==> config.mk <==
export PLATFORM = sky130hd
export DESIGN_NAME = arp_resolution_cache_top
export DESIGN_NICKNAME = d
export VERILOG_FILES = /design/src/hdl/arc_pkg.sv /design/src/hdl/arc_ram.sv /design/src/hdl/arp_resolution_cache_top.sv
export SDC_FILE = /design/constraint.sdc
export NUM_CORES = 2
export LEC_CHECK = 0
export BUFFER_PORTS_ARGS = -buffer_cell sky130_fd_sc_hd__buf_2
export CORE_AREA = 2 2 375 655
export DETAILED_ROUTE_END_ITERATION = 10
export DIE_AREA = 0 0 377 657
export PLACE_DENSITY = 0.75
export SLEW_MARGIN = 25
export SYNTH_ARGS = -nofsm -noshare
export SYNTH_HDL_FRONTEND = slang
export SYNTH_SLANG_ARGS = --single-unit
==> constraint.sdc <==
create_clock -name clock -period 42.2 [get_ports clock]
set_input_delay 6.33 -clock clock [delete_from_list [all_inputs] [get_ports clock]]
set_output_delay 6.33 -clock clock [all_outputs]
set_load 0.02 [all_outputs]
==> src/hdl/arc_pkg.sv <==
// arc_pkg: shared types, codes and constants of the arp resolution cache
// used by arp_resolution_cache_top; depends on nothing
package arc_pkg;

   localparam int CACHE_ENTRIES_DEF   = 16;
   localparam int REQUEST_ENTRIES_DEF = 8;
   localparam int PARKED_ENTRIES_DEF  = 16;

   localparam logic [15:0] TTL_RESET   = 16'd30000;
   localparam logic [15:0] RETRY_RESET = 16'd5000;
   localparam logic [47:0] MAC_BCAST   = 48'hFFFF_FFFF_FFFF;

   typedef enum logic [1:0] {
      CMD_SEND = 2'd0,
      CMD_RECV = 2'd1,
      CMD_TICK = 2'd2,
      CMD_NONE = 2'd3
   } cmd_type;

   typedef enum logic [1:0] {
      FT_IPV4  = 2'd0,
      FT_ARP   = 2'd1,
      FT_OTHER = 2'd2,
      FT_RSVD  = 2'd3
   } ftype_type;

   typedef enum logic [2:0] {
      KIND_SEND    = 3'd0,
      KIND_ARP_REQ = 3'd1,
      KIND_ARP_REP = 3'd2,
      KIND_DELIVER = 3'd3,
      KIND_DROP    = 3'd4
   } kind_type;

   typedef enum logic [1:0] {
      REG_OWN_MAC = 2'd0,
      REG_OWN_IP  = 2'd1,
      REG_TTL     = 2'd2,
      REG_RETRY   = 2'd3
   } reg_type;

   typedef struct packed {
      logic [1:0]  cmd;
      logic [31:0] hop_ip;
      logic [15:0] packet_tag;
      logic [47:0] frame_dst_mac;
      logic [47:0] frame_src_mac;
      logic [1:0]  frame_type;
      logic        parse_ok;
      logic        arp_is_request;
      logic [31:0] arp_sender_ip;
      logic [47:0] arp_sender_mac;
      logic [31:0] arp_target_ip;
      logic [15:0] elapsed_ms;
   } req_type;

   typedef struct packed {
      logic [2:0]  kind;
      logic [47:0] dst_mac;
      logic [31:0] target_ip;
      logic [15:0] out_tag;
      logic        last;
   } rsp_type;

   typedef struct packed {
      logic [31:0] ip;
      logic [47:0] mac;
      logic [15:0] age;
   } cache_entry_type;

   typedef struct packed {
      logic [31:0] ip;
      logic [15:0] tag;
   } parked_entry_type;

   function automatic rsp_type make_rsp(kind_type k, logic [47:0] mac,
                                        logic [31:0] ip, logic [15:0] tag);
      rsp_type r;
      r.kind      = k;
      r.dst_mac   = mac;
      r.target_ip = ip;
      r.out_tag   = tag;
      r.last      = 1'b0;
      return r;
   endfunction

   function automatic logic [15:0] sat_add16(logic [15:0] a, logic [15:0] b);
      logic [16:0] s;
      s = {1'b0, a} + {1'b0, b};
      return s[16] ? 16'hFFFF : s[15:0];
   endfunction

endpackage

==> src/hdl/arc_ram.sv <==
// arc_ram: generic simple dual-port ram, one write and one registered read
// no dependencies
module arc_ram #(
   parameter int WIDTH = 8,
   parameter int DEPTH = 16,
   parameter int AW    = (DEPTH > 1) ? $clog2(DEPTH) : 1
) (
   input  logic             clock,
   input  logic             we,
   input  logic [AW-1:0]    waddr,
   input  logic [WIDTH-1:0] wdata,
   input  logic [AW-1:0]    raddr,
   output logic [WIDTH-1:0] rdata
);

   logic [WIDTH-1:0] mem_ff [DEPTH];
   logic [WIDTH-1:0] rdata_ff;

   always_ff @(posedge clock) begin
      if (we) begin
         mem_ff[waddr] <= wdata;
      end
      rdata_ff <= mem_ff[raddr];
   end

   assign rdata = rdata_ff;

endmodule

==> src/hdl/arp_resolution_cache_top.sv <==
// arp_resolution_cache_top: arp resolver with cache and parked-datagram store
// depends on arc_pkg and arc_ram
//
// usage
//   req channel: one command transaction (send, receive, tick) at a time;
//   req_stall is high from acceptance until the last result has left the
//   internal holding register.
//   rsp channel: zero or more result transactions per command, the final one
//   flagged by last. a result register sits on the port, so rsp_stall only
//   holds the sequencer when a second result is waiting behind it.
//   csr: apb-style register port, pready always high; the user keeps writes
//   only while idle, which the block itself does not enforce.
//   sends, arp receives and ticks first sweep the cache memory and the
//   request table, one entry a cycle. a send then goes through ST_SEND, on a
//   miss ST_PARK, and ST_FLUSH; an arp receive through ST_LWR, ST_PRD and
//   ST_PCHK per parked datagram, ST_RCLR, ST_REPLY and ST_FLUSH. ipv4
//   receives go straight from idle to ST_FLUSH.
// reset
//   synchronous; clears all valid bits and the parked count at once, no sweep.
module arp_resolution_cache_top
   import arc_pkg::*;
#(
   parameter int CACHE_ENTRIES   = CACHE_ENTRIES_DEF,
   parameter int REQUEST_ENTRIES = REQUEST_ENTRIES_DEF,
   parameter int PARKED_ENTRIES  = PARKED_ENTRIES_DEF
) (
   input  logic        clock,
   input  logic        reset,
   input  logic        req_valid,
   output logic        req_stall,
   input  req_type     req_data,
   output logic        rsp_valid,
   input  logic        rsp_stall,
   output rsp_type     rsp_data,
   input  logic        csr_psel,
   input  logic        csr_penable,
   input  logic        csr_pwrite,
   input  logic [4:0]  csr_paddr,
   input  logic [63:0] csr_pwdata,
   output logic [63:0] csr_prdata,
   output logic        csr_pready
);

   localparam int CW  = (CACHE_ENTRIES > 1) ? $clog2(CACHE_ENTRIES) : 1;
   localparam int RW  = (REQUEST_ENTRIES > 1) ? $clog2(REQUEST_ENTRIES) : 1;
   localparam int PW  = (PARKED_ENTRIES > 1) ? $clog2(PARKED_ENTRIES) : 1;
   localparam int SL  = (CACHE_ENTRIES > REQUEST_ENTRIES) ? CACHE_ENTRIES
                                                          : REQUEST_ENTRIES;
   localparam int SW  = $clog2(SL + 1);
   localparam int PCW = $clog2(PARKED_ENTRIES + 1);
   localparam int CEW = $bits(cache_entry_type);
   localparam int PEW = $bits(parked_entry_type);

   typedef enum logic [3:0] {
      ST_IDLE, ST_SCAN, ST_SEND, ST_PARK, ST_LWR, ST_PRD, ST_PCHK,
      ST_RCLR, ST_REPLY, ST_FLUSH
   } state_type;

   state_type        state_ff;
   req_type          in_ff;
   logic [31:0]      key_ff;
   logic [47:0]      own_mac_ff;
   logic [31:0]      own_ip_ff;
   logic [15:0]      ttl_ff;
   logic [15:0]      retry_ff;

   logic             rsp_valid_ff;
   rsp_type          rsp_data_ff;
   logic             pend_vld_ff;
   rsp_type          pend_ff;

   logic [CACHE_ENTRIES-1:0]   cvld_ff;
   logic [REQUEST_ENTRIES-1:0] rvld_ff;
   logic [31:0]                rip_ff  [REQUEST_ENTRIES];
   logic [15:0]                rage_ff [REQUEST_ENTRIES];
   logic [PCW-1:0]             pcnt_ff;

   logic [SW-1:0]    scan_ff;
   logic             dvld_ff;
   logic [SW-1:0]    didx_ff;
   logic             hit_ff;
   logic [CW-1:0]    hidx_ff;
   logic [47:0]      hmac_ff;
   logic             cfree_ff;
   logic [CW-1:0]    cfidx_ff;
   logic [CW-1:0]    coidx_ff;
   logic [15:0]      coage_ff;
   logic             rfound_ff;
   logic [RW-1:0]    ridx_ff;
   logic             rfree_ff;
   logic [RW-1:0]    rfidx_ff;
   logic [RW-1:0]    roidx_ff;
   logic [15:0]      roage_ff;

   logic [PCW-1:0]   pi_ff;
   logic [PCW-1:0]   pw_ff;
   logic             any_ff;

   logic             cache_we;
   logic [CW-1:0]    cache_waddr;
   cache_entry_type  cache_wdata;
   logic [CW-1:0]    cache_raddr;
   cache_entry_type  cache_rdata;
   logic             park_we;
   logic [PW-1:0]    park_waddr;
   parked_entry_type park_wdata;
   parked_entry_type park_rdata;

   logic             out_free;
   logic             prod_ok;
   logic             accept;
   logic             csr_wr;
   logic             dcache;
   logic [CW-1:0]    dci;
   logic [RW-1:0]    sri;
   logic [15:0]      tick_age;
   logic [CW-1:0]    lslot;
   logic [RW-1:0]    rslot;
   logic             push;
   rsp_type          push_data;

   assign out_free = !rsp_valid_ff || !rsp_stall;
   assign prod_ok  = !pend_vld_ff || out_free;
   assign accept   = req_valid && !req_stall;
   assign req_stall  = (state_ff != ST_IDLE);
   assign rsp_valid  = rsp_valid_ff;
   assign rsp_data   = rsp_data_ff;
   assign csr_pready = 1'b1;
   assign csr_wr     = csr_psel && csr_penable && csr_pwrite;

   assign dcache   = dvld_ff && (didx_ff < SW'(CACHE_ENTRIES));
   assign dci      = didx_ff[CW-1:0];
   assign sri      = scan_ff[RW-1:0];
   assign tick_age = sat_add16(cache_rdata.age, in_ff.elapsed_ms);
   assign lslot    = hit_ff ? hidx_ff : (cfree_ff ? cfidx_ff : coidx_ff);
   assign rslot    = rfound_ff ? ridx_ff : (rfree_ff ? rfidx_ff : roidx_ff);

   always_comb begin
      unique case (reg_type'(csr_paddr[4:3]))
         REG_OWN_MAC: csr_prdata = {16'd0, own_mac_ff};
         REG_OWN_IP:  csr_prdata = {32'd0, own_ip_ff};
         REG_TTL:     csr_prdata = {48'd0, ttl_ff};
         REG_RETRY:   csr_prdata = {48'd0, retry_ff};
         default:     csr_prdata = '0;
      endcase
   end

   // moves the waiting result into the port register
   always_comb begin
      push           = 1'b0;
      push_data      = pend_ff;
      push_data.last = 1'b0;
      unique case (state_ff)
         ST_PARK:  push = (pcnt_ff >= PCW'(PARKED_ENTRIES));
         ST_PCHK:  push = (park_rdata.ip == key_ff);
         ST_REPLY: push = in_ff.arp_is_request && in_ff.arp_target_ip == own_ip_ff;
         ST_FLUSH: begin
            push           = 1'b1;
            push_data.last = 1'b1;
         end
         default: ;
      endcase
      push = push && pend_vld_ff && out_free;
   end

   always_comb begin
      cache_raddr = scan_ff[CW-1:0];
      cache_we    = 1'b0;
      cache_waddr = dci;
      cache_wdata = cache_rdata;
      if (state_ff == ST_SCAN && in_ff.cmd == CMD_TICK && dcache && cvld_ff[dci]) begin
         cache_we        = 1'b1;
         cache_wdata.age = tick_age;
      end else if (state_ff == ST_LWR) begin
         cache_we    = 1'b1;
         cache_waddr = lslot;
         cache_wdata = '{ip: in_ff.arp_sender_ip, mac: in_ff.arp_sender_mac, age: 16'd0};
      end
   end

   always_comb begin
      park_we    = 1'b0;
      park_waddr = pcnt_ff[PW-1:0];
      park_wdata = '{ip: in_ff.hop_ip, tag: in_ff.packet_tag};
      if (state_ff == ST_PARK && pcnt_ff < PCW'(PARKED_ENTRIES)) begin
         park_we = 1'b1;
      end else if (state_ff == ST_PCHK && park_rdata.ip != key_ff) begin
         park_we    = 1'b1;
         park_waddr = pw_ff[PW-1:0];
         park_wdata = park_rdata;
      end
   end

   arc_ram #(.WIDTH(CEW), .DEPTH(CACHE_ENTRIES)) u_cache_ram (
      .clock (clock),
      .we    (cache_we),
      .waddr (cache_waddr),
      .wdata (cache_wdata),
      .raddr (cache_raddr),
      .rdata (cache_rdata)
   );

   arc_ram #(.WIDTH(PEW), .DEPTH(PARKED_ENTRIES)) u_park_ram (
      .clock (clock),
      .we    (park_we),
      .waddr (park_waddr),
      .wdata (park_wdata),
      .raddr (pi_ff[PW-1:0]),
      .rdata (park_rdata)
   );

   always_ff @(posedge clock) begin
      if (reset) begin
         rsp_valid_ff <= 1'b0;
      end else if (push) begin
         rsp_valid_ff <= 1'b1;
         rsp_data_ff  <= push_data;
      end else if (!rsp_stall) begin
         rsp_valid_ff <= 1'b0;
      end
   end

   always_ff @(posedge clock) begin
      if (reset) begin
         state_ff     <= ST_IDLE;
         pend_vld_ff  <= 1'b0;
         cvld_ff      <= '0;
         rvld_ff      <= '0;
         pcnt_ff      <= '0;
         dvld_ff      <= 1'b0;
         own_mac_ff   <= '0;
         own_ip_ff    <= '0;
         ttl_ff       <= TTL_RESET;
         retry_ff     <= RETRY_RESET;
      end else begin
         if (csr_wr) begin
            unique case (reg_type'(csr_paddr[4:3]))
               REG_OWN_MAC: own_mac_ff <= csr_pwdata[47:0];
               REG_OWN_IP:  own_ip_ff  <= csr_pwdata[31:0];
               REG_TTL:     ttl_ff     <= csr_pwdata[15:0];
               REG_RETRY:   retry_ff   <= csr_pwdata[15:0];
               default:     ;
            endcase
         end
         unique case (state_ff)
            ST_IDLE: begin
               scan_ff   <= '0;
               dvld_ff   <= 1'b0;
               hit_ff    <= 1'b0;
               cfree_ff  <= 1'b0;
               rfound_ff <= 1'b0;
               rfree_ff  <= 1'b0;
               any_ff    <= 1'b0;
               pi_ff     <= '0;
               pw_ff     <= '0;
               if (accept) begin
                  in_ff  <= req_data;
                  key_ff <= (req_data.cmd == CMD_SEND) ? req_data.hop_ip
                                                       : req_data.arp_sender_ip;
                  case (cmd_type'(req_data.cmd))
                     CMD_SEND: state_ff <= ST_SCAN;
                     CMD_RECV: begin
                        if (req_data.frame_dst_mac == own_mac_ff ||
                            req_data.frame_dst_mac == MAC_BCAST) begin
                           if (req_data.frame_type == FT_IPV4 && req_data.parse_ok) begin
                              pend_ff     <= make_rsp(KIND_DELIVER, '0, '0,
                                                      req_data.packet_tag);
                              pend_vld_ff <= 1'b1;
                              state_ff    <= ST_FLUSH;
                           end else if (req_data.frame_type == FT_ARP &&
                                        req_data.parse_ok) begin
                              state_ff <= ST_SCAN;
                           end
                        end
                     end
                     CMD_TICK: begin
                        for (int r = 0; r < REQUEST_ENTRIES; r++) begin
                           if (rvld_ff[r]) begin
                              rage_ff[r] <= sat_add16(rage_ff[r], req_data.elapsed_ms);
                           end
                        end
                        state_ff <= ST_SCAN;
                     end
                     default: ;
                  endcase
               end
            end
            ST_SCAN: begin
               if (scan_ff != SW'(SL)) begin
                  scan_ff <= scan_ff + 1'b1;
                  dvld_ff <= 1'b1;
                  didx_ff <= scan_ff;
               end else begin
                  dvld_ff <= 1'b0;
               end
               if (scan_ff < SW'(REQUEST_ENTRIES)) begin
                  if (rvld_ff[sri] && rip_ff[sri] == key_ff && !rfound_ff) begin
                     rfound_ff <= 1'b1;
                     ridx_ff   <= sri;
                  end
                  if (!rvld_ff[sri] && !rfree_ff) begin
                     rfree_ff <= 1'b1;
                     rfidx_ff <= sri;
                  end
                  if (scan_ff == '0 || rage_ff[sri] > roage_ff) begin
                     roidx_ff <= sri;
                     roage_ff <= rage_ff[sri];
                  end
               end
               if (dcache) begin
                  if (cvld_ff[dci] && cache_rdata.ip == key_ff && !hit_ff) begin
                     hit_ff  <= 1'b1;
                     hidx_ff <= dci;
                     hmac_ff <= cache_rdata.mac;
                  end
                  if (!cvld_ff[dci] && !cfree_ff) begin
                     cfree_ff <= 1'b1;
                     cfidx_ff <= dci;
                  end
                  if (didx_ff == '0 || cache_rdata.age > coage_ff) begin
                     coidx_ff <= dci;
                     coage_ff <= cache_rdata.age;
                  end
                  if (in_ff.cmd == CMD_TICK && cvld_ff[dci] && tick_age > ttl_ff) begin
                     cvld_ff[dci] <= 1'b0;
                  end
               end
               if (scan_ff == SW'(SL) && !dvld_ff) begin
                  case (cmd_type'(in_ff.cmd))
                     CMD_SEND: state_ff <= ST_SEND;
                     CMD_RECV: state_ff <= ST_LWR;
                     default:  state_ff <= ST_IDLE;
                  endcase
               end
            end
            ST_SEND: begin
               if (hit_ff) begin
                  pend_ff     <= make_rsp(KIND_SEND, hmac_ff, '0, in_ff.packet_tag);
                  pend_vld_ff <= 1'b1;
                  state_ff    <= ST_FLUSH;
               end else if (!rfound_ff || rage_ff[ridx_ff] > retry_ff) begin
                  rvld_ff[rslot] <= 1'b1;
                  rip_ff[rslot]  <= in_ff.hop_ip;
                  rage_ff[rslot] <= '0;
                  pend_ff        <= make_rsp(KIND_ARP_REQ, MAC_BCAST,
                                             in_ff.hop_ip, '0);
                  pend_vld_ff    <= 1'b1;
                  state_ff       <= ST_PARK;
               end else begin
                  state_ff <= ST_PARK;
               end
            end
            ST_PARK: begin
               if (pcnt_ff < PCW'(PARKED_ENTRIES)) begin
                  pcnt_ff  <= pcnt_ff + 1'b1;
                  state_ff <= ST_FLUSH;
               end else if (prod_ok) begin
                  pend_ff     <= make_rsp(KIND_DROP, '0, '0, in_ff.packet_tag);
                  pend_vld_ff <= 1'b1;
                  state_ff    <= ST_FLUSH;
               end
            end
            ST_LWR: begin
               cvld_ff[lslot] <= 1'b1;
               state_ff       <= ST_PRD;
            end
            ST_PRD: begin
               if (pi_ff == pcnt_ff) begin
                  pcnt_ff  <= pw_ff;
                  state_ff <= ST_RCLR;
               end else begin
                  state_ff <= ST_PCHK;
               end
            end
            ST_PCHK: begin
               if (park_rdata.ip == key_ff) begin
                  if (prod_ok) begin
                     pend_ff     <= make_rsp(KIND_SEND, in_ff.arp_sender_mac, '0,
                                             park_rdata.tag);
                     pend_vld_ff <= 1'b1;
                     any_ff      <= 1'b1;
                     pi_ff       <= pi_ff + 1'b1;
                     state_ff    <= ST_PRD;
                  end
               end else begin
                  pw_ff    <= pw_ff + 1'b1;
                  pi_ff    <= pi_ff + 1'b1;
                  state_ff <= ST_PRD;
               end
            end
            ST_RCLR: begin
               if (any_ff && rfound_ff) begin
                  rvld_ff[ridx_ff] <= 1'b0;
               end
               state_ff <= ST_REPLY;
            end
            ST_REPLY: begin
               if (in_ff.arp_is_request && in_ff.arp_target_ip == own_ip_ff) begin
                  if (prod_ok) begin
                     pend_ff     <= make_rsp(KIND_ARP_REP, in_ff.frame_src_mac,
                                             in_ff.arp_sender_ip, '0);
                     pend_vld_ff <= 1'b1;
                     state_ff    <= ST_FLUSH;
                  end
               end else begin
                  state_ff <= ST_FLUSH;
               end
            end
            ST_FLUSH: begin
               if (!pend_vld_ff) begin
                  state_ff <= ST_IDLE;
               end else if (out_free) begin
                  pend_vld_ff <= 1'b0;
                  state_ff    <= ST_IDLE;
               end
            end
            default: state_ff <= ST_IDLE;
         endcase
      end
   end

endmodule
# Word level (Yosys, flattened, before mapping)
# Memory sizes are Yosys's and may differ from the RTL's. A register that Yosys moved wholly into a read port is not among the register bits.
# Index checks and enable logic that the tools add are counted.
# W data, S select, Z words.
# op_classes
n_addsub,13
mul,0
div,0
order_cmp,17
n_eq_ne,59
n_shift,0
muxes,184
bitwise_logic,7
reduce_logical,89
# op_table
operator,n
$mux W100,12
$pmux W100 S5,1
$pmux W64 S4,1
$mux W16,13
$add A16 B16 Y17,9
$eq A32 B32 Y1,4
$mux W48,2
$mux W96,1
$mux W1,95
$mux W80,1
$mux W4,19
$gt A16 B16 Y1,4
$eq A48 B48 Y1,1
$eq A48 B48 Y1 const B,1
$reduce_and A4 Y1,12
$pmux W4 S10,1
$pmux W5 S2,4
$mux W32,1
$ne A32 B32 Y1,1
$pmux W16 S2,1
$mux W5,6
$ne A2 B2 Y1 const B,15
$logic_and A1 B1 Y1,28
$mux W8,3
55 further kinds,133
# totals
reg_bits,732
latch_bits,0
ram_bits,2688
romBits,0
inputBits,354
out_inout_bits,167
elab_cells,421
mem_count,4
# mem_list
memory,depth,word_bits,rd,rd_ports_with_merged_regs,write_ports,line,source
u_cache_ram.mem_ff,16,96,1,1,1,arc_ram.sv:16,logic [WIDTH-1:0] mem_ff [DEPTH];
u_park_ram.mem_ff,16,48,1,1,1,arc_ram.sv:16,
rip_ff,8,32,1,1,1,arp_resolution_cache_top.sv:74,logic [31:0] rip_ff [REQUEST_ENTRIES];
rage_ff,8,16,10,2,8,arp_resolution_cache_top.sv:75,logic [15:0] rage_ff [REQUEST_ENTRIES];

# Depth between registers and ports, before layout
# depth
depth_word,10
mapped_depth,22
mapped_depth_nobuf,21

# By module
# From an unflattened synthesis, not the netlist that was laid out.
# hier_totals
hier_cells,8107
hier_area_um2,143587.7
# by_module_without_submodules
module,instances,cells_per_inst,area_per_inst_um2,seq_area_each_um2
arc_ram at u_cache_ram,1,2460,59355.7,48046.1
arp_resolution_cache_top,1,4405,54541.1,30869.6
arc_ram at u_park_ram,1,1242,29691.0,24023.0

# Least setup slack after synthesis
# Ideal clock, no wire load.
# synth_timing
path_kind,input -> register
startpoint,in reset
endpoint,reg in_ff[0] in the netlist's numbering (enable)
setup_ps,1250
arrival_time_ps,25458
t_required_ps,40950
path_slack_ps,15492
stages,3
path_buffers,2
cell_sequence,clkbuf_1 > clkbuf_1 > nor3b_1
# synth_between
elab_chain_cells,2
# synth_rtl
item,line,source
"start, declared",arp_resolution_cache_top.sv:28,"input logic reset,"
$not A1 Y1 (no line),-,
$reduce_and A3 Y1 (no line),-,
"end signal, assigned",arp_resolution_cache_top.sv:257,in_ff <= req_data;
"end, declared",arp_resolution_cache_top.sv:60,req_type in_ff;
# Every way passes these cells.
# A chain may end at the register's enable or synchronous reset.

# Worst setup path in the final report
# layout_timing
startpoint,in csr_paddr[4]
endpoint,out csr_prdata[39]
# layout_between
elab_chain_cells,2
word_cells_on_any_way,5
classes_between,eq/ne: 3; mux: 1; reduce/logical: 1
# layout_rtl
item,line,source
"start, declared",arp_resolution_cache_top.sv:38,"input logic [4:0] csr_paddr,"
$eq A2 B2 Y1 (tied with other cells),arp_resolution_cache_top.sv:139,unique case (reg_type'(csr_paddr[4:3]))
$pmux W64 S4 (*),arp_resolution_cache_top.sv:139,
"end, declared",arp_resolution_cache_top.sv:40,"output logic [63:0] csr_prdata,"
# Every way passes the cells marked *; elsewhere a longest branch is shown, timed or not. The select of a mux whose other input is x is not followed.

==> impl_metrics.json <==
{
  "grt_max_degree": 146,
  "crit_path_start": "csr_paddr[4]",
  "grt_first_pass_wirelength_microns": 557200,
  "syn_area_sq_mm": 0.1446,
  "tritoncts": "yes",
  "drt_pre_antenna_iters": 7,
  "worstPathArrival_ns": 7.99,
  "setup_buffers_after_cts": 0,
  "pre_cts_ws_ns": 27.85,
  "crit_path_max_incr_delay_ns": 0.88,
  "max-slew-margin-rel_pct": 22.48,
  "port_buffers": 484,
  "chipHeight_microns": 657,
  "area_growth_syn_to_layout_pct": 11.53,
  "first_global_vias": 83830,
  "synth_area_per_cell_sq_um": 16.87,
  "path_common_cell": "buf_2",
  "layout_setup_ws_ns": 27.88,
  "timing_max_transition_violations_final": 0,
  "place.gp.congestion": 0.9356,
  "period_needed_ns": 14.32,
  "r2r_path_end": "pend_ff[65]",
  "fin_crit_sh_pct": 33.94,
  "cp.required_ns": 35.87,
  "drt_iter0_drc": 9861,
  "cts-buffers-inserted": 313,
  "nets": 9656,
  "final_layout_size_suffix_gt1_share_pct": 21.16,
  "avgViaCountPerCell": 6.643,
  "pwr_density_cell_mw_per_mm2": 56.96,
  "drv.max_cap_violation_count": 0,
  "synth_ff_type": "edfxtp_1",
  "synth_cells": 8569,
  "critical_path_peak_fanout": 40,
  "htree_num_levels": 5,
  "fp-row-count": 239,
  "timing_worst_slew_pin_value_ns": 1.163,
  "cts_root_buffer": "clkbuf_16",
  "die_width_microns": 377,
  "report.final.hold_viol_count": 0,
  "cts.reportedPaths.clkPinSlew_ns": 0.06,
  "timing.reg2reg.setup_slack_ns": 35.89,
  "finalWirelength_microns": 388900,
  "antenna_violating_nets_post_route": 0,
  "synth_most_common_cell": "edfxtp_1",
  "ctsLongestPathBuffers": 4,
  "post_synth_fa_ha_maj_area_fraction_pct": 1.975,
  "endpoint_kind": "output pin",
  "yosys_register_bits": 3570,
  "combinational_family_with_the_most_area_after_synthesis": "multiplexers",
  "worst_ir_drop_vdd_v": 0.00005540,
  "timing.hold.worst.class": "reg -> reg",
  "critPathKind": "in -> out",
  "design.die.area_sq_mm": 0.2477,
  "synth-warning-count": 0,
  "overflow": 0,
  "fmaxAchievable_mhz": 69.82,
  "fp.coreArea_sq_mm": 0.2422,
  "synth-edff-count": 3144,
  "worst_r2r_path_depth": 13,
  "post-dp-hpwl_microns": 229400,
  "critPathBufInv": 2,
  "clkSinkCount": 3570,
  "synth_compound_area_share_pct": 5.852,
  "groute.usage.overall_pct": 31.09,
  "path_delay_family": "simple AND/OR/NAND/NOR gates",
  "setup-violations-final": 0,
  "worst_setup_path_endpoint": "csr_prdata[39]",
  "yosys-top-cells-count": "edfxtp_1 (3144), nand2_1 (674), mux4_2 (583)",
  "power_leakage_nw": 54.86,
  "critical_path_cell_sequence": "buf_2 -> nor2_1 -> and2_1 -> buf_2",
  "async_reset_ff_share_pct": 0,
  "proportion_of_synthesized_area_in_mux_cells_pct": 13.19,
  "start_util_pct": 59.68,
  "yosysUniqueCellTypes": 78,
  "result_of_the_run": "completed",
  "fin_tns_setup_ns": 0,
  "ioPinCount": 521,
  "drt-wirelength-per-cell_microns": 31.10,
  "clk-insertion-delay-late_ns": 0.91,
  "grt_setup_unrepaired": "no",
  "finClkSkew_ns": 0.05966,
  "cts_hold_repair.buffers": 0,
  "simple_gate_portion_of_the_synthesized_area_pct": 4.219,
  "antenna_found_initial": 56,
  "critical_path.slowest_cell": "nor2_1",
  "synthDominantCellAreaShare_pct": 65.31,
  "synth_seq_area_share_pct": 71.21,
  "worst-path-stages": 4,
  "cts_resized": 0,
  "routed-via-count": 83060,
  "drc_errors": 0,
  "synth_largest_area_cell": "edfxtp_1",
  "xor_xnor_portion_of_the_synthesized_cell_area_pct": 1.757,
  "synth_area_leaders": "edfxtp_1 (65%), mux4_2 (9.1%), dfxtp_1 (5.9%)",
  "crit_path_start_kind": "primary input"
}
[cell families (layout without fill, tap and decap cells)]
logic type / Yosys count / after routing
DFF: 3570 / 3570
and+or+nand+nor: 1368 / 1368
AOI/OAI and AO/OA: 1313 / 1313
muxes: 1148 / 1148
buffers and inverters: 655 / 1398
xor gates and xnor gates: 290 / 290
adders and majority gates: 223 / 223
other: 2 / 59
[stage by stage]
stage	hold slack, ns	area [sq um]	power [W]	util (%)	cells
finish	0.4140	161200	0.009183	66.56	12500
CTS	0.4139	161000	0.009201	66.45	12450
global placement	0.4015	150600	0.006272	62.19	11890
detailed placement	0.4045	150800	0.006343	62.24	11890
floorplan	0.4003	144600	0.005762	-	8584
global route	0.4203	161100	0.009481	66.52	12470
[state kept, by name (all words and copies together), names as in the netlist, 8 cells and up, named ones only]
register / cells
u_park_ram.mem_ff: 768
own_mac_ff: 48
u_cache_ram.mem_ff: 1536
coage_ff: 16
own_ip_ff: 32
in_ff: 227
cvld_ff: 16
rvld_ff: 8
pend_ff: 99
hmac_ff: 48
u_cache_ram.rdata: 96
rsp_data: 100
retry_ff: 16
rip_ff: 256
ttl_ff: 16
roage_ff: 16
u_park_ram.rdata: 48
key_ff: 32
rage_ff: 128
[area by class of cell]
class                           count  area, sq um
Fill cell                       15880        80990
Multi-Input combinational cell   4359        39470
Tap cell                         3133         3920
Inverter                          203        763.2
Clock inverter                    135         1450
Timing Repair Buffer              633         3824
Antenna cell                       42        105.1
Clock buffer                      427         8746
Sequential cell                  3570       103000
[power breakdown]
group / internal (W) / switching (W) / total [W] / leakage [nW]
combinational: 0.000698 / 0.00115 / 0.00184 / 18.0
clock: 0.00163 / 0.00127 / 0.00289 / 4.99
sequential: 0.00427 / 0.000170 / 0.00444 / 31.9
[layer usage]
metal / vias up / GRT usage (%) / wire, microns
met5: - / 0 / 100
met4: 16 / 18.40 / 25570
met3: 1044 / 5.771 / 36100
met2: 4741 / 52.29 / 194100
met1: 42450 / 37.50 / 132900
li1: 34800 / - / -
[worst min path at each step]
stage                     slack, ns  depth (start not counted)      endpoint         from
after floorplan                0.40                          0  rsp_data[10]  pend_ff[10]
after global placement         0.40                          0  rsp_data[56]  pend_ff[56]
after detailed placement       0.40                          0  rsp_data[56]  pend_ff[56]
after CTS                      0.41                          0  rsp_data[43]  pend_ff[43]
after global routing           0.42                          0  rsp_data[61]  pend_ff[61]
final                          0.41                          0  rsp_data[41]  pend_ff[41]
[worst reg2reg max path, delay by kind of cell, from the launching register on]
kind / cells / cell delay, ns
buffers and inverters: 2 / 1.35
muxes: 2 / 1.06
and+or+nand+nor: 3 / 0.62
AOI/OAI and AO/OA: 5 / 2.00
adders and majority gates: 1 / 0.33
DFF: 1 / 0.31
[cells in the final DEF (no fill, tap or decap), drive strengths merged, types with 86 or more instances in the layout]
master and n:
xnor2 177, mux4 583, a22oi 102, mux2 211
buf 633, mux2i 354, inv 214, a21oi 385
dfxtp 426, o21ai 291, clkbuf 427, clkinv 86
nor2 301, ha 213, edfxtp 3144, a221oi 104
nand2 674, xor2 113
Note: power is estimated with default switching activity, not from simulation.
